$ cat src/design/poa_pkg.sv
`timescale 1ns / 1ps
// Package for the priority ownership arbiter: transaction payload types,
// request kinds, status codes and the scan control. No dependencies.
package poa_pkg;

    // Widths of the transaction fields
    localparam int KIND_W  = 2;
    localparam int ID_W    = 4;
    localparam int LEVEL_W = 8;

    typedef enum logic [KIND_W-1:0] {
        KIND_ACQUIRE   = 2'd0,
        KIND_RELEASE   = 2'd1,
        KIND_SHOW      = 2'd2,
        KIND_REACQUIRE = 2'd3
    } kind_t;

    typedef enum logic [1:0] {
        STATUS_OK       = 2'd0,
        STATUS_FULL     = 2'd1,
        STATUS_DUP      = 2'd2,
        STATUS_NOT_HELD = 2'd3
    } status_t;

    typedef struct packed {
        kind_t              kind;
        logic [ID_W-1:0]    holder_id;
        logic [LEVEL_W-1:0] level;
    } in_t;

    typedef struct packed {
        logic               granted;
        logic               owner_valid;
        logic [ID_W-1:0]    owner_id;
        logic [LEVEL_W-1:0] owner_level;
        status_t            status;
    } out_t;

    // Control from the sequencer to the table scan unit
    typedef struct packed {
        logic clear;
        logic check;
    } scan_ctl_t;

endpackage

$ cat src/design/priority_ownership_arbiter_core.sv
`timescale 1ns / 1ps
// Priority ownership arbiter top level: sequencer, holder table and output
// register. Depends on poa_pkg, poa_ram and poa_scan.
//
// Usage:
//   Requests arrive on the s_ channel (valid/ready, payload in_t): acquire,
//   release, show or reacquire for one holder id with a priority level.
//   Each request returns exactly one transaction on the m_ channel (out_t):
//   whether the id owns the resource, the owner's id and level, and a status.
//   The owner is the holder with the largest level, earliest in table order
//   on a tie.
//   A request scans the table once through the single RAM read port; a
//   release, or a reacquire that changes the level, then closes the gap
//   by moving the later entries down one place at one entry a cycle.
//   One request is in work at a time; s_ready is high only while idle.
//   An output register holds the result, so the next request is accepted
//   while a result still waits; if the receiver stalls, the following
//   request finishes and waits until the register is taken.
//   Reset empties the table at once; table entries need no clearing.
module priority_ownership_arbiter_core #(
    parameter int MAX_HOLDERS = 8,
    parameter int ID_BITS     = 4
) (
    input  logic          aclk,
    input  logic          aresetn,
    input  logic          s_valid,
    output logic          s_ready,
    input  poa_pkg::in_t  s_data,
    output logic          m_valid,
    input  logic          m_ready,
    output poa_pkg::out_t m_data
);
    import poa_pkg::*;

    localparam int AW  = (MAX_HOLDERS > 1) ? $clog2(MAX_HOLDERS) : 1;
    localparam int CW  = $clog2(MAX_HOLDERS + 1);
    localparam int IDW = (ID_BITS < ID_W) ? ID_BITS : ID_W;
    localparam int RW  = IDW + LEVEL_W;

    typedef enum logic [4:0] {
        ST_IDLE   = 5'b00001,
        ST_SCAN   = 5'b00010,
        ST_DECIDE = 5'b00100,
        ST_SHIFT  = 5'b01000,
        ST_OUT    = 5'b10000
    } state_t;

    state_t             state_reg, state_next;
    logic [CW-1:0]      count_reg, count_next;
    logic [CW-1:0]      cur_reg, cur_next;
    logic               pend_reg, pend_next;
    logic [AW-1:0]      pend_idx_reg, pend_idx_next;
    logic               append_reg, append_next;
    kind_t              kind_reg;
    logic [IDW-1:0]     id_reg;
    logic [LEVEL_W-1:0] lvl_reg;
    out_t               res_reg, res_next;
    logic               m_valid_reg, m_valid_next;
    out_t               m_data_reg, m_data_next;

    // Table port signals
    logic               wr_en;
    logic [AW-1:0]      wr_addr;
    logic [RW-1:0]      wr_data;
    logic               rd_en;
    logic [RW-1:0]      rd_data;
    logic [CW-1:0]      cnt_m1;

    // Scan results
    scan_ctl_t          sc_ctl;
    logic               sc_held;
    logic [AW-1:0]      sc_pos;
    logic [LEVEL_W-1:0] sc_hlvl;
    logic               sc_bv;
    logic [AW-1:0]      sc_bidx;
    logic [IDW-1:0]     sc_bid;
    logic [LEVEL_W-1:0] sc_blvl;

    // Decision terms
    logic               held_wins;
    logic               all_v, base_v, own_v;
    logic [IDW-1:0]     all_id, base_id, own_id;
    logic [LEVEL_W-1:0] all_lvl, base_lvl, own_lvl;
    logic               removing, adding_new, acq_ok;
    status_t            st;
    logic               accept;

    assign accept  = s_valid && s_ready;
    assign s_ready = (state_reg == ST_IDLE);
    assign cnt_m1  = count_reg - CW'(1);

    poa_ram #(
        .WIDTH(RW),
        .DEPTH(MAX_HOLDERS)
    ) u_table (
        .aclk    (aclk),
        .wr_en   (wr_en),
        .wr_addr (wr_addr),
        .wr_data (wr_data),
        .rd_en   (rd_en),
        .rd_addr (cur_reg[AW-1:0]),
        .rd_data (rd_data)
    );

    assign sc_ctl.clear = accept;
    assign sc_ctl.check = pend_reg && (state_reg == ST_SCAN);

    poa_scan #(
        .AW (AW),
        .IDW(IDW)
    ) u_scan (
        .aclk       (aclk),
        .aresetn    (aresetn),
        .ctl        (sc_ctl),
        .entry_idx  (pend_idx_reg),
        .entry_id   (rd_data[RW-1:LEVEL_W]),
        .entry_level(rd_data[LEVEL_W-1:0]),
        .req_id     (id_reg),
        .held       (sc_held),
        .held_pos   (sc_pos),
        .held_level (sc_hlvl),
        .best_valid (sc_bv),
        .best_idx   (sc_bidx),
        .best_id    (sc_bid),
        .best_level (sc_blvl)
    );

    // Work out status and the new owner from the scan results
    always_comb begin
        held_wins = sc_held && (!sc_bv || (sc_hlvl > sc_blvl) ||
                    ((sc_hlvl == sc_blvl) && (sc_pos < sc_bidx)));
        all_v     = sc_held || sc_bv;
        all_id    = held_wins ? id_reg : sc_bid;
        all_lvl   = held_wins ? sc_hlvl : sc_blvl;

        st         = STATUS_OK;
        removing   = 1'b0;
        adding_new = 1'b0;
        acq_ok     = 1'b0;
        unique case (kind_reg)
            KIND_ACQUIRE: begin
                if (sc_held) begin
                    st = STATUS_DUP;
                end else if (count_reg == CW'(MAX_HOLDERS)) begin
                    st = STATUS_FULL;
                end else begin
                    acq_ok     = 1'b1;
                    adding_new = 1'b1;
                end
            end
            KIND_RELEASE: begin
                if (!sc_held) begin
                    st = STATUS_NOT_HELD;
                end else begin
                    removing = 1'b1;
                end
            end
            KIND_SHOW: begin
                st = STATUS_OK;
            end
            KIND_REACQUIRE: begin
                if (!sc_held) begin
                    st = STATUS_NOT_HELD;
                end else if (sc_hlvl != lvl_reg) begin
                    removing   = 1'b1;
                    adding_new = 1'b1;
                end
            end
        endcase

        base_v   = removing ? sc_bv : all_v;
        base_id  = removing ? sc_bid : all_id;
        base_lvl = removing ? sc_blvl : all_lvl;
        if (adding_new && (!base_v || (lvl_reg > base_lvl))) begin
            own_v   = 1'b1;
            own_id  = id_reg;
            own_lvl = lvl_reg;
        end else begin
            own_v   = base_v;
            own_id  = base_id;
            own_lvl = base_lvl;
        end

        res_next.granted     = own_v && (own_id == id_reg);
        res_next.owner_valid = own_v;
        res_next.owner_id    = own_v ? ID_W'(own_id) : '0;
        res_next.owner_level = own_v ? own_lvl : '0;
        res_next.status      = st;
    end

    // Sequencer: scan, decide, close the gap, deliver
    always_comb begin
        state_next    = state_reg;
        count_next    = count_reg;
        cur_next      = cur_reg;
        pend_next     = 1'b0;
        pend_idx_next = pend_idx_reg;
        append_next   = append_reg;
        rd_en         = 1'b0;
        wr_en         = 1'b0;
        wr_addr       = count_reg[AW-1:0];
        wr_data       = {id_reg, lvl_reg};
        m_valid_next  = m_valid_reg && !m_ready;
        m_data_next   = m_data_reg;

        unique case (state_reg)
            ST_IDLE: begin
                if (accept) begin
                    cur_next   = '0;
                    state_next = ST_SCAN;
                end
            end
            ST_SCAN: begin
                // Issue one read a cycle; data is checked the cycle after
                if (cur_reg < count_reg) begin
                    rd_en         = 1'b1;
                    pend_next     = 1'b1;
                    pend_idx_next = cur_reg[AW-1:0];
                    cur_next      = cur_reg + CW'(1);
                end else if (!pend_reg) begin
                    state_next = ST_DECIDE;
                end
            end
            ST_DECIDE: begin
                append_next = adding_new;
                if (acq_ok) begin
                    wr_en      = 1'b1;
                    count_next = count_reg + CW'(1);
                end
                if (removing) begin
                    cur_next   = CW'(sc_pos) + CW'(1);
                    state_next = ST_SHIFT;
                end else begin
                    state_next = ST_OUT;
                end
            end
            ST_SHIFT: begin
                // Move later entries down one place, then drop or refill the tail
                if (pend_reg) begin
                    wr_en   = 1'b1;
                    wr_addr = pend_idx_reg - AW'(1);
                    wr_data = rd_data;
                end
                if (cur_reg < count_reg) begin
                    rd_en         = 1'b1;
                    pend_next     = 1'b1;
                    pend_idx_next = cur_reg[AW-1:0];
                    cur_next      = cur_reg + CW'(1);
                end else if (!pend_reg) begin
                    if (append_reg) begin
                        wr_en   = 1'b1;
                        wr_addr = cnt_m1[AW-1:0];
                    end else begin
                        count_next = cnt_m1;
                    end
                    state_next = ST_OUT;
                end
            end
            ST_OUT: begin
                if (!m_valid_reg || m_ready) begin
                    m_valid_next = 1'b1;
                    m_data_next  = res_reg;
                    state_next   = ST_IDLE;
                end
            end
        endcase
    end

    // Hold control state
    always_ff @(posedge aclk) begin
        if (!aresetn) begin
            state_reg   <= ST_IDLE;
            count_reg   <= '0;
            pend_reg    <= 1'b0;
            m_valid_reg <= 1'b0;
        end else begin
            state_reg   <= state_next;
            count_reg   <= count_next;
            pend_reg    <= pend_next;
            m_valid_reg <= m_valid_next;
        end
    end

    // Hold request, cursor and result payload
    always_ff @(posedge aclk) begin
        cur_reg      <= cur_next;
        pend_idx_reg <= pend_idx_next;
        append_reg   <= append_next;
        m_data_reg   <= m_data_next;
        if (state_reg == ST_DECIDE) begin
            res_reg <= res_next;
        end
        if (accept) begin
            kind_reg <= s_data.kind;
            id_reg   <= s_data.holder_id[IDW-1:0];
            lvl_reg  <= s_data.level;
        end
    end

    assign m_valid = m_valid_reg;
    assign m_data  = m_data_reg;

    // The table never holds more than its depth
    a_count_bound: assert property (@(posedge aclk) disable iff (!aresetn)
        count_reg <= CW'(MAX_HOLDERS))
        else $error("holder count beyond table depth");

    // A full status is only given when the table is full
    a_full_status: assert property (@(posedge aclk) disable iff (!aresetn)
        ((state_reg == ST_DECIDE) && (res_next.status == STATUS_FULL))
        |-> (count_reg == CW'(MAX_HOLDERS)))
        else $error("full status with free slots");

    // The reported owner matches the table occupancy
    a_owner_count: assert property (@(posedge aclk) disable iff (!aresetn)
        (state_reg == ST_OUT) |-> (res_reg.owner_valid == (count_reg != '0)))
        else $error("owner flag disagrees with holder count");

    // The table is not written while it is being scanned
    a_no_write_in_scan: assert property (@(posedge aclk) disable iff (!aresetn)
        (state_reg == ST_SCAN) |-> !wr_en)
        else $error("table write during scan");

    // An accepted request always starts with a scan
    a_accept_scan: assert property (@(posedge aclk) disable iff (!aresetn)
        accept |=> (state_reg == ST_SCAN))
        else $error("request did not start a scan");

endmodule

$ cat src/design/poa_ram.sv
`timescale 1ns / 1ps
// Generic single-write, single-read RAM with registered read data.
// No dependencies.
module poa_ram #(
    parameter int WIDTH = 12,
    parameter int DEPTH = 8
) (
    input  logic                                         aclk,
    input  logic                                         wr_en,
    input  logic [(DEPTH > 1 ? $clog2(DEPTH) : 1)-1:0]   wr_addr,
    input  logic [WIDTH-1:0]                             wr_data,
    input  logic                                         rd_en,
    input  logic [(DEPTH > 1 ? $clog2(DEPTH) : 1)-1:0]   rd_addr,
    output logic [WIDTH-1:0]                             rd_data
);

    logic [WIDTH-1:0] mem_reg [DEPTH];
    logic [WIDTH-1:0] rd_data_reg;

    // Write port
    always_ff @(posedge aclk) begin
        if (wr_en) begin
            mem_reg[wr_addr] <= wr_data;
        end
    end

    // Registered read port
    always_ff @(posedge aclk) begin
        if (rd_en) begin
            rd_data_reg <= mem_reg[rd_addr];
        end
    end

    assign rd_data = rd_data_reg;

endmodule

$ cat src/design/poa_scan.sv
`timescale 1ns / 1ps
// Table scan unit: one compare per table entry, tracking the requested id
// and the first maximum among the other holders. Depends on poa_pkg.
module poa_scan #(
    parameter int AW  = 3,
    parameter int IDW = 4
) (
    input  logic                      aclk,
    input  logic                      aresetn,
    input  poa_pkg::scan_ctl_t        ctl,
    input  logic [AW-1:0]             entry_idx,
    input  logic [IDW-1:0]            entry_id,
    input  logic [poa_pkg::LEVEL_W-1:0] entry_level,
    input  logic [IDW-1:0]            req_id,
    output logic                      held,
    output logic [AW-1:0]             held_pos,
    output logic [poa_pkg::LEVEL_W-1:0] held_level,
    output logic                      best_valid,
    output logic [AW-1:0]             best_idx,
    output logic [IDW-1:0]            best_id,
    output logic [poa_pkg::LEVEL_W-1:0] best_level
);
    import poa_pkg::*;

    logic               held_reg, held_next;
    logic [AW-1:0]      pos_reg, pos_next;
    logic [LEVEL_W-1:0] hlvl_reg, hlvl_next;
    logic               bv_reg, bv_next;
    logic [AW-1:0]      bidx_reg, bidx_next;
    logic [IDW-1:0]     bid_reg, bid_next;
    logic [LEVEL_W-1:0] blvl_reg, blvl_next;

    // Compare one entry: match the id, else keep the strictly larger level
    always_comb begin
        held_next = held_reg;
        pos_next  = pos_reg;
        hlvl_next = hlvl_reg;
        bv_next   = bv_reg;
        bidx_next = bidx_reg;
        bid_next  = bid_reg;
        blvl_next = blvl_reg;
        if (ctl.clear) begin
            held_next = 1'b0;
            bv_next   = 1'b0;
        end else if (ctl.check) begin
            if (entry_id == req_id) begin
                held_next = 1'b1;
                pos_next  = entry_idx;
                hlvl_next = entry_level;
            end else if (!bv_reg || (entry_level > blvl_reg)) begin
                bv_next   = 1'b1;
                bidx_next = entry_idx;
                bid_next  = entry_id;
                blvl_next = entry_level;
            end
        end
    end

    // Hold tracker flags
    always_ff @(posedge aclk) begin
        if (!aresetn) begin
            held_reg <= 1'b0;
            bv_reg   <= 1'b0;
        end else begin
            held_reg <= held_next;
            bv_reg   <= bv_next;
        end
    end

    // Hold tracker payload
    always_ff @(posedge aclk) begin
        pos_reg  <= pos_next;
        hlvl_reg <= hlvl_next;
        bidx_reg <= bidx_next;
        bid_reg  <= bid_next;
        blvl_reg <= blvl_next;
    end

    assign held       = held_reg;
    assign held_pos   = pos_reg;
    assign held_level = hlvl_reg;
    assign best_valid = bv_reg;
    assign best_idx   = bidx_reg;
    assign best_id    = bid_reg;
    assign best_level = blvl_reg;

endmodule
$ cat config.mk
export PLATFORM = sky130hd
export DESIGN_NAME = priority_ownership_arbiter_core
export DESIGN_NICKNAME = d
export VERILOG_FILES = /design/src/design/poa_pkg.sv /design/src/design/priority_ownership_arbiter_core.sv /design/src/design/poa_ram.sv /design/src/design/poa_scan.sv
export SDC_FILE = /design/constraint.sdc
export NUM_CORES = 1
export LEC_CHECK = 0
export ABC_AREA = 1
export BUFFER_PORTS_ARGS = -buffer_cell sky130_fd_sc_hd__buf_2
export CORE_ASPECT_RATIO = 1.1
export CORE_MARGIN = 10
export CORE_UTILIZATION = 55
export DETAILED_ROUTE_END_ITERATION = 10
export GPL_ROUTABILITY_DRIVEN = 0
export HOLD_SLACK_MARGIN = 0.15
export PLACE_DENSITY = 0.72
export SLEW_MARGIN = 20
export SYNTH_ARGS = -nofsm -noshare
export SYNTH_HDL_FRONTEND = slang
export SYNTH_SLANG_ARGS = --single-unit
export TNS_END_PERCENT = 100
$ cat constraint.sdc
create_clock -name aclk -period 4.06 [get_ports aclk]
set_input_delay 0.406 -clock aclk [delete_from_list [all_inputs] [get_ports aclk]]
set_output_delay 0.406 -clock aclk [all_outputs]
set_load 0.05 [all_outputs]
# After elaboration in Yosys (flattened, before gate mapping)
# Memory sizes are Yosys's and may differ from the RTL's. A register that Yosys moved wholly into a read port is not among the register bits.
# Cells that the tools add are included.
# word_totals
regBits	93
ramBits	96
in_bits	18
output_inout_bits	18
elab_cells	152
memories	1
# classes
addsub	5
magnitude_cmp	5
eq_ne	23
n_mux	56
bitwise	3
n_reduce_logical	32
# mem_list
memory	words	word_bits	read_ports	rd_ports_with_merged_regs	wr	line_no	text
u_table.mem_reg	8	12	1	1	1	poa_ram.sv:17	logic [WIDTH-1:0] mem_reg [DEPTH];
# op_table
operator	count
4-bit 2-to-1 mux	10
5-bit 2-to-1 mux	7
5-bit one-hot mux with 5 select lines	1
8-bit greater-than comparator	3
12-bit 2-to-1 mux	2
8-bit 2-to-1 mux	3
1-bit 2-to-1 mux	20
2-bit != test (second input constant)	8
3-bit 2-to-1 mux	5
4-bit one-hot mux with 3 select lines	1
4-bit by 1-bit adder with 4-bit output (second input constant)	2
4-bit == test	2
8-bit == test	1
8-bit != test	1
4-bit one-hot mux with 2 select lines	1
4-bit AND reduction	2
1-bit logical AND	7
1-bit logical OR	6
1-bit one-hot mux with 2 select lines	3
2-bit one-hot mux with 3 select lines	1
2-bit AND reduction	3
3-bit AND reduction	2
6-bit AND reduction	1
2-bit OR reduction	3
other kinds (21)	29

# Depth between registers and ports, before layout
# Gate-level depths: netlist of run 1.
# logic_depth
word_depth	12
mapped_depth	26
ltp_nobuf	25

# Modules after synthesis
# A second synthesis of run 1 with hierarchy kept.
# unflattened
cells_unflattened	937
hier_area_um2	9540.4
# by_module_without_submodules
module	n_inst	cells_per_inst	area_per_inst_um2	seq_area_each_um2
poa_ram	1	445	4599.4	3243.1
priority_ownership_arbiter_core	1	410	3812.4	1841.8
poa_scan	1	82	1128.6	820.8

# Worst setup path after synthesis of run 1
# Ideal clock, no wire load.
# synth_path
path_type	register to register
startpoint	register u_scan.hlvl_reg[7], in the netlist u_scan.held_level[7]
endpoint	register res_reg[15] (netlist bit) (data pin)
setup_time_ns	0.252
arrival_time_ns	2.875
t_required_ns	3.808
slack_ns	0.933
path_stages_with_launch	22
n_path_buf	2
synth_period_minus_slack_ns	3.127
path_cell_list	edfxtp_1 > ha_1 > nand2_1 > nor2_1 > nand4_1 > nor2_1 > a21oi_1 > nand2_1 > nand2_2 > buf_4 > nand2_1 > o21ai_2 > ha_1 > a21oi_1 > a31oi_1 > o22ai_1 > nand2_4 > nand2_4 > buf_12 > nand4_1 > nand4_1 > nor2_1
# synth_rtl
element	line_no	text
start: declaration	poa_scan.sv:27	logic [LEVEL_W-1:0] hlvl_reg, hlvl_next;
start signal: assignment	poa_scan.sv:73	hlvl_reg <= hlvl_next;
end signal: assignment	priority_ownership_arbiter_core.sv:291	res_reg <= res_next;
end: declaration	priority_ownership_arbiter_core.sv:57	out_t res_reg, res_next;

==> flow_metrics.env, run 1 <==
export IMPL_ys_types=47
export IMPL_synth_nets=831
export IMPL_worst_slack_ns=0.442
export IMPL_layout_cells_non_filler=1060
export IMPL_power_total_mw=4.55
export IMPL_rows=49
export IMPL_port_buffers=35
export IMPL_htreeDepth=1
export IMPL_grt_max_degree=50
export IMPL_final_cell_mix="edfxtp_1 (188), nor2_1 (129), nand2_1 (83)"
export IMPL_viasPerCell=5.62
export IMPL_final_common_cell="edfxtp_1"
export IMPL_yosysTopAreaCell="edfxtp_1"
export IMPL_cp_start_kind="flip-flop"
export IMPL_setup_tns_ns=0
export IMPL_ys_warn_count=0
export IMPL_rsz0062_at_grt="false"
export IMPL_nNetsFinal=898
export IMPL_min_path_type="input port to flip-flop"
export IMPL_postCtsSetupBuffers=0
export IMPL_outcome="finished, final reports clean"
export IMPL_coreArea_um2=16200
export IMPL_fin_crit_sh=0.891
export IMPL_worstPathMaxFanout=25
export IMPL_hold_ws_ns=0.193
export IMPL_hpwl_um=12500
export IMPL_clkSinkCount=201
export IMPL_crit_type="flip-flop to flip-flop"
export IMPL_die_h_um=154
export IMPL_syn_area_um2=9020
export IMPL_critPathCaptureType="flip-flop"
export IMPL_syn_inst=776
export IMPL_power_density_nw_per_um2=443
export IMPL_synth_top_area_share=0.626
export IMPL_p_leak_nw=3.84
export IMPL_num_vias=5962
export IMPL_grt_pass1_wl_um=29900
export IMPL_pre_cts_ws_ns=0.295
export IMPL_die_x_um=142
export IMPL_peakVddDrop_mv=0.245
export IMPL_first_pass_iters=5
export IMPL_overflow=0
export IMPL_antenna_found_initial=0
export IMPL_largest_reg_flops=96
export IMPL_relSlewSlack=0.296
export IMPL_antenna_left=0
export IMPL_cap_violations=0
export IMPL_root_buffer="clkbuf_16"
export IMPL_drtIter0Drc=399
export IMPL_clk_path_buf_depth=3
export IMPL_crit_arrival_ns=3.85
export IMPL_avgSynthCellArea_um2=11.6
export IMPL_async_flop_share=0
export IMPL_drc_errors=0
export IMPL_clkLatencyLatePin_ns=0.49
export IMPL_antenna_cells=0
export IMPL_critPathRequiredTime_ns=4.30
export IMPL_path_clk_slew_ns=0.07
export IMPL_io_pins=36
export IMPL_place_inst=1011
export IMPL_finClkSkew_ns=0.0105
export IMPL_fmax_mhz=276
export IMPL_areaGrowthSynthToFinish_pct=13.7
export IMPL_numCtsBuffers=20
export IMPL_finalWirelength_um=18700
export IMPL_ys_flop_type="edfxtp_1"
export IMPL_grt_pass1_vias=5933
export IMPL_grt_use_total=0.167
export IMPL_period_minus_slack_ns=3.62
export IMPL_tightest_slew_ns=1.04
export IMPL_cts_tree="built"
export IMPL_post_drt_wl_per_cell_um=17.6
export IMPL_synth_edf_count=188
export IMPL_start_util=0.555
export IMPL_hold_violations=0
export IMPL_ys_seq_elements=201
export IMPL_setup_viol=0
export IMPL_yosysSeqAreaShare=0.655
export IMPL_synth_area_leaders="edfxtp_1 (63%), nor2_1 (5.4%), ha_1 (5.1%)"
export IMPL_fillers=1149
export IMPL_die_area_um2=21900
export IMPL_maxSlewViolCount=0
export IMPL_drive_gt1_frac=0.148
-- final timing paths --
check | from | endpoint | slack, ns | cells past startpoint
setup / recovery | u_scan.held_level[7] | res_reg[15] | 0.44 | 21
hold / removal | m_ready | m_valid | 0.19 | 4
setup reg to reg | u_scan.held_level[7] | res_reg[15] | 0.44 | 21
hold reg to reg | res_reg[15] | m_data[15] | 0.42 | 0
-- kinds of logic after synthesis --
logic type      after synthesis  synth area share
xor+xnor                      9           0.00874
fa+ha+maj                    37            0.0513
flops                       201             0.655
buf+inv                     102            0.0460
simple gates                261             0.127
compound gates              166             0.112
-- synthesized netlist by cell type, types with 5 or more instances --
cell,n
edfxtp_1,188
nor2_1,129
nand2_1,83
o21ai_0,67
inv_1,63
ha_1,37
a21oi_1,24
clkbuf_1,17
o22ai_1,17
inv_2,15
nand4_1,15
a31oi_1,14
dfxtp_1,13
nand3_1,11
o21ai_1,11
xnor2_1,8
o21ai_2,7
a211oi_1,5
-- through the flow --
step                      utilization  cell area [um^2]
after detailed placement        0.583              9470
after CTS                       0.631             10300
after floorplan                     -              9020
final                           0.631             10300
after global placement          0.583              9470
after global routing            0.631             10300
-- cell type report --
cell class | count | area [um^2] | share of cell area
timing repair buffer | 67 | 450 | 0.0439
clock buffer | 25 | 541 | 0.0527
clock inverter | 10 | 101 | 0.00988
multi-input combinational | 473 | 2710 | 0.264
sequential | 201 | 5910 | 0.576
inverter | 80 | 300 | 0.0293
tap | 204 | 255 | 0.0249
-- routing by layer --
layer	track usage	up-vias	routed length [um]
li1	-	2889	-
met1	0.206	2849	7710
met2	0.291	188	9430
met3	0.0266	36	1110
met4	0.0560	0	411
met5	0	-	0
-- critical path: stages (launching register included) --
cell,delay (ns)
edfxtp_1,0.45
ha_1,0.34
nand2_1,0.07
nor2_1,0.17
nand4_1,0.15
nor2_1,0.11
a21oi_1,0.07
nand2_1,0.11
nand2_4,0.18
nand2_1,0.14
o21ai_2,0.08
ha_1,0.32
a21oi_1,0.17
a31oi_1,0.10
o22ai_1,0.23
nand2_4,0.11
nand2_4,0.22
nand4_1,0.11
nand2_1,0.09
clkinv_1,0.05
nand2_1,0.05
nor2_1,0.04
-- repair_timing --
action	4_1_cts	5_1_grt
hold buffers	14	0
resized for setup	0	1
endpoints found under the setup margin	0	1
endpoints found under the hold margin	14	0
-- where the power goes --
| group | internal (mW) | leakage, nW | switching, mW |
|---|---|---|---|
| Sequential | 2.31 | 1.81 | 0.0287 |
| Combinational | 0.132 | 1.72 | 0.273 |
| Clock | 1.07 | 0.309 | 0.734 |
(Power assumes the default switching activity.)
==> run 2, diff against run 1 <==
Settings changed: CELL_PAD_IN_SITES_DETAIL_PLACEMENT set to 1, CELL_PAD_IN_SITES_GLOBAL_PLACEMENT set to 2, CORE_UTILIZATION 55 to 42, PLACE_DENSITY 0.72 to unset, PLACE_DENSITY_LB_ADDON set to 0.1.
==> flow_metrics.env, run 2 (same netlist as run 1, synthesis figures left out) <==
export IMPL_critPathRequiredTime_ns=4.32
export IMPL_htreeDepth=1
export IMPL_crit_arrival_ns=3.87
export IMPL_critPathLaunch="u_scan.held_level[7]"
export IMPL_fin_util=0.490
export IMPL_critPathCaptureType="flip-flop"
export IMPL_grt_use_total=0.158
export IMPL_fin_crit_sh=0.889
export IMPL_die_x_um=160
export IMPL_worstPathMaxFanout=25
export IMPL_viasPerCell=5.24
export IMPL_period_minus_slack_ns=3.61
export IMPL_relSlewSlack=0.277
export IMPL_post_dp_cell_area_um2=9590
export IMPL_r2r_cells=21
export IMPL_grt_pass1_wl_um=35500
export IMPL_final_common_cell="edfxtp_1"
export IMPL_num_vias=6038
export IMPL_crit_type="flip-flop to flip-flop"
export IMPL_cts_tree="built"
export IMPL_drc_errors=0
export IMPL_die_area_um2=27700
export IMPL_antenna_left=0
export IMPL_hold_violations=0
export IMPL_final_cell_mix="edfxtp_1 (188), nor2_1 (129), nand2_1 (83)"
export IMPL_io_pins=36
export IMPL_holdPathStages=4
export IMPL_tightest_slew_ns=1.07
export IMPL_numCtsBuffers=23
export IMPL_largest_reg_flops=96
export IMPL_cap_violations=0
export IMPL_port_buffers=35
export IMPL_antenna_cells=0
export IMPL_power_total_mw=4.62
export IMPL_setup_tns_ns=0
export IMPL_grt_max_degree=50
export IMPL_power_density_nw_per_um2=444
export IMPL_pre_cts_ws_ns=0.222
export IMPL_maxSlewViolCount=0
export IMPL_drive_gt1_frac=0.151
export IMPL_nNetsFinal=902
export IMPL_clkSinkCount=201
export IMPL_overflow=0
export IMPL_first_pass_iters=4
export IMPL_min_path_type="input port to flip-flop"
export IMPL_root_buffer="clkbuf_16"
export IMPL_peakVddDrop_mv=0.386
export IMPL_hold_ws_ns=0.174
export IMPL_finalWirelength_um=22100
export IMPL_drtIter0Drc=384
export IMPL_die_h_um=174
export IMPL_stdcell_area_um2=10400
export IMPL_cp_start_kind="flip-flop"
export IMPL_grt_pass1_vias=6612
export IMPL_min_from="m_ready"
export IMPL_fmax_mhz=277
export IMPL_reg2reg_from="u_scan.held_level[7]"
export IMPL_antenna_found_initial=0
export IMPL_post_drt_wl_per_cell_um=19.2
export IMPL_hpwl_um=15400
export IMPL_layout_cells_non_filler=1152
export IMPL_place_inst=1098
export IMPL_setup_viol=0
export IMPL_clk_path_buf_depth=3
export IMPL_start_util=0.425
export IMPL_rows=56
export IMPL_outcome="finished, final reports clean"
export IMPL_p_leak_nw=3.84
export IMPL_worst_slack_ns=0.449
export IMPL_coreArea_um2=21200
export IMPL_path_clk_slew_ns=0.06
export IMPL_clkLatencyLatePin_ns=0.51
export IMPL_rsz0062_at_grt="false"
export IMPL_finClkSkew_ns=0.0126
export IMPL_areaGrowthSynthToFinish_pct=15.3
run 2: changes by cell type in the layout (fill, tap and decap cells not counted), moves of 2 or more:
| cell | delta |
|---|---|
| bufinv_16 | -2 |
| clkbuf_16 | +2 |
| clkbuf_1 | +3 |
| clkinvlp_4 | +2 |
run 2: final timing paths:
kind	slack [ns]	to
min reg2reg	0.42	m_data[15]
min	0.17	m_valid
max	0.45	res_reg[15]
max reg2reg	0.45	res_reg[15]
run 2: report_power, final:
part / switching [mW] / internal (mW)
logic: 0.298 / 0.133
clock network: 0.800 / 1.04
registers: 0.0303 / 2.31
run 2: area by class of cell:
class | count | area [um^2]
Fill cell | 2261 | 10800
Tap cell | 290 | 363
Multi-Input combinational cell | 473 | 2710
Timing Repair Buffer | 68 | 458
Clock inverter | 10 | 60.1
Clock buffer | 30 | 602
Inverter | 80 | 300
Sequential cell | 201 | 5910
run 2: what timing repair did:
| item | in CTS | in global routing |
|---|---|---|
| buffers inserted | 0 | 0 |
| endpoints found under the hold margin | 14 | 0 |
| hold buffers | 14 | 0 |
| setup endpoints to repair | 0 | 6 |
| gates resized for setup | 0 | 2 |
run 2: metal layers:
| metal | track usage | wire length [um] | up-vias |
|---|---|---|---|
| met3 | 0.0261 | 825 | 37 |
| met1 | 0.198 | 9890 | 3015 |
| met4 | 0.0413 | 380 | 0 |
| met5 | 0 | 0 | - |
| li1 | - | - | 2900 |
| met2 | 0.276 | 11100 | 86 |
run 2: worst max-delay path, cell delays in order (launching register included):
cell and delay, ns:
edfxtp_1 0.45, ha_1 0.33, nand2_1 0.07, nor2_1 0.21, nand4_1 0.15, nor2_1 0.12, a21oi_1 0.07, nand2_1 0.11
nand2_4 0.18, nand2_1 0.13, o21ai_2 0.07, ha_1 0.31, a21oi_1 0.15, o21ai_0 0.10, o22ai_1 0.26, nand2_4 0.12
nand2_8 0.16, nand4_1 0.09, nand2_1 0.09, clkinv_1 0.07, nand2_1 0.06, nor2_1 0.04
==> run 3, diff against run 2 <==
Settings changed: ABC_AREA 1 to unset, CORE_UTILIZATION 42 to 46.
==> flow_metrics.env, run 3 <==
export IMPL_grt_use_total=0.157
export IMPL_synth_top_area_share=0.639
export IMPL_clk_path_buf_depth=3
export IMPL_crit_arrival_ns=4.13
export IMPL_regArea_um2=5910
export IMPL_drtIter0Drc=273
export IMPL_nNetsFinal=704
export IMPL_crit_chain="ha_1 -> and4_4 -> nor2_1 -> a221oi_2 -> o2111ai_2 -> buf_6 -> mux2i_2 -> ha_1 -> and3_1 -> a221o_1 -> a22oi_2 -> and2_4 -> nor2_1 -> buf_4 -> a22o_1"
export IMPL_post_drt_wl_per_cell_um=22.1
export IMPL_die_h_um=165
export IMPL_worstPathMaxFanout=8
export IMPL_first_pass_iters=4
export IMPL_largest_reg_flops=96
export IMPL_yosysMostFrequentCell="edfxtp_1"
export IMPL_cpMaxStageDelayCell="edfxtp_1"
export IMPL_r2r_cells=15
export IMPL_antenna_left=0
export IMPL_fin_crit_sh=0.956
export IMPL_start_util=0.464
export IMPL_ys_seq_elements=201
export IMPL_numCtsBuffers=23
export IMPL_p_leak_nw=3.66
export IMPL_cap_violations=0
export IMPL_min_path_type="input port to flip-flop"
export IMPL_tightest_slew_ns=0.957
export IMPL_synth_area_leaders="edfxtp_1 (64%), mux4_2 (6.1%), ha_1 (5.2%)"
export IMPL_grt_pass1_vias=5416
export IMPL_antenna_found_initial=0
export IMPL_die_x_um=152
export IMPL_clkSinkCount=201
export IMPL_place_inst=851
export IMPL_hold_violations=0
export IMPL_io_pins=36
export IMPL_grt_max_degree=29
export IMPL_holdPathStages=3
export IMPL_avgSynthCellArea_um2=15.6
export IMPL_fillers=1804
export IMPL_finClkSkew_ns=0.00622
export IMPL_syn_inst=567
export IMPL_synth_nets=622
export IMPL_ys_warn_count=0
export IMPL_maxSlewViolCount=0
export IMPL_overflow=0
export IMPL_die_area_um2=25200
export IMPL_ys_types=61
export IMPL_drive_gt1_frac=0.236
export IMPL_ys_flop_type="edfxtp_1"
export IMPL_cp_start_kind="flip-flop"
export IMPL_finalWirelength_um=20100
export IMPL_peakVddDrop_mv=0.285
export IMPL_period_minus_slack_ns=3.88
export IMPL_crit_type="flip-flop to flip-flop"
export IMPL_relSlewSlack=0.362
export IMPL_layout_cells_non_filler=909
export IMPL_critPathRequiredTime_ns=4.31
export IMPL_antenna_cells=0
export IMPL_coreArea_um2=19000
export IMPL_viasPerCell=5.51
export IMPL_path_clk_slew_ns=0.06
export IMPL_rows=53
export IMPL_num_vias=5010
export IMPL_synth_commonest_cells="edfxtp_1 (188), ha_1 (37), inv_1 (32), nand2_1 (31), nor2_1 (26)"
export IMPL_yosysSeqAreaShare=0.668
export IMPL_drc_errors=0
export IMPL_async_flop_share=0
export IMPL_setup_tns_ns=0
export IMPL_root_buffer="clkbuf_16"
export IMPL_hpwl_um=13600
export IMPL_final_cell_mix="edfxtp_1 (188), ha_1 (36), buf_2 (36)"
export IMPL_power_density_nw_per_um2=443
export IMPL_power_total_mw=4.55
export IMPL_syn_area_um2=8840
export IMPL_critPathMaxStageDelay_ns=0.43
export IMPL_fmax_mhz=258
export IMPL_synth_edf_count=188
export IMPL_final_common_cell="edfxtp_1"
export IMPL_grt_pass1_wl_um=31300
export IMPL_areaGrowthSynthToFinish_pct=16.2
export IMPL_cts_tree="built"
export IMPL_critPathCaptureType="flip-flop"
export IMPL_setup_viol=0
export IMPL_yosysTopAreaCell="edfxtp_1"
export IMPL_port_buffers=35
export IMPL_multiInputGateArea_um2=2790
export IMPL_clkLatencyLatePin_ns=0.50
export IMPL_outcome="finished, final reports clean"
export IMPL_htreeDepth=1
[run 3: cell count changes after synthesis, moves of 11 or more]
cell,change
a31oi_1,-14
inv_1,-31
inv_2,-15
mux2_2,+23
mux2i_1,+13
mux4_2,+24
nand2_1,-52
nor2_1,-103
o21ai_0,-46
o22ai_1,-12
xnor2_1,+11
[run 3: worst max-delay path: cells and delay by family (launching register included)]
kind | cells | cell delay (ns)
AOI/OAI and AO/OA | 5 | 1.28
DFF | 1 | 0.43
and+or+nand+nor | 5 | 0.76
buffers and inverters | 2 | 0.36
muxes | 1 | 0.21
adders and majority gates | 2 | 0.59
[run 3: final cells by class]
cell class,instances,share of cell area
Tap cell,247,0.0301
Sequential cell,201,0.575
Multi-Input combinational cell,319,0.272
Clock buffer,31,0.0599
Clock inverter,7,0.00390
Inverter,32,0.0117
Timing Repair Buffer,72,0.0476
[run 3: repair_timing]
item,CTS,global route
endpoints found under the setup margin,0,13
endpoints found under the hold margin,14,0
buffers inserted,0,5
gates resized for setup,0,12
hold buffers,14,0
[run 3: layer usage]
layer  up-vias  track usage  share of wire
met2        78        0.278           0.50
met3        21       0.0238          0.034
li1       2353            -              -
met5         -            0              0
met1      2558        0.198           0.45
met4         0       0.0390          0.016
[run 3: kinds of logic after synthesis]
| kind of cell | after synthesis | share of synthesized area |
|---|---|---|
| DFF | 201 | 0.668 |
| muxes | 60 | 0.105 |
| AOI/OAI and AO/OA | 81 | 0.0600 |
| buffers and inverters | 47 | 0.0224 |
| and+or+nand+nor | 119 | 0.0702 |
| adders and majority gates | 37 | 0.0524 |
| xor gates and xnor gates | 22 | 0.0218 |
[run 3: power by group]
group	internal, mW	total (mW)	switching, mW	leakage [nW]
combinational	0.176	0.378	0.202	1.53
clock	1.06	1.83	0.773	0.321
sequential	2.31	2.34	0.0331	1.81
[run 3: stage by stage]
step,instance area [um^2],hold WS [ns],setup WS [ns],utilization
CTS,10200,0.216,0.0348,0.534
floorplan,8840,0.400,0.544,-
finish,10300,0.216,0.180,0.540
global placement,9370,0.403,0.217,0.493
detailed placement,9370,0.408,0.0698,0.493
global route,10300,0.219,-0.0180,0.540
[run 3: path summary, 6_finish.rpt]
check                               endpoint  slack [ns]                 start
worst max register to register    res_reg[2]        0.18  u_scan.held_level[1]
worst max-delay path              res_reg[2]        0.18  u_scan.held_level[1]
worst min-delay path            state_reg[1]        0.22               aresetn
worst min register to register     m_data[0]        0.42            res_reg[0]
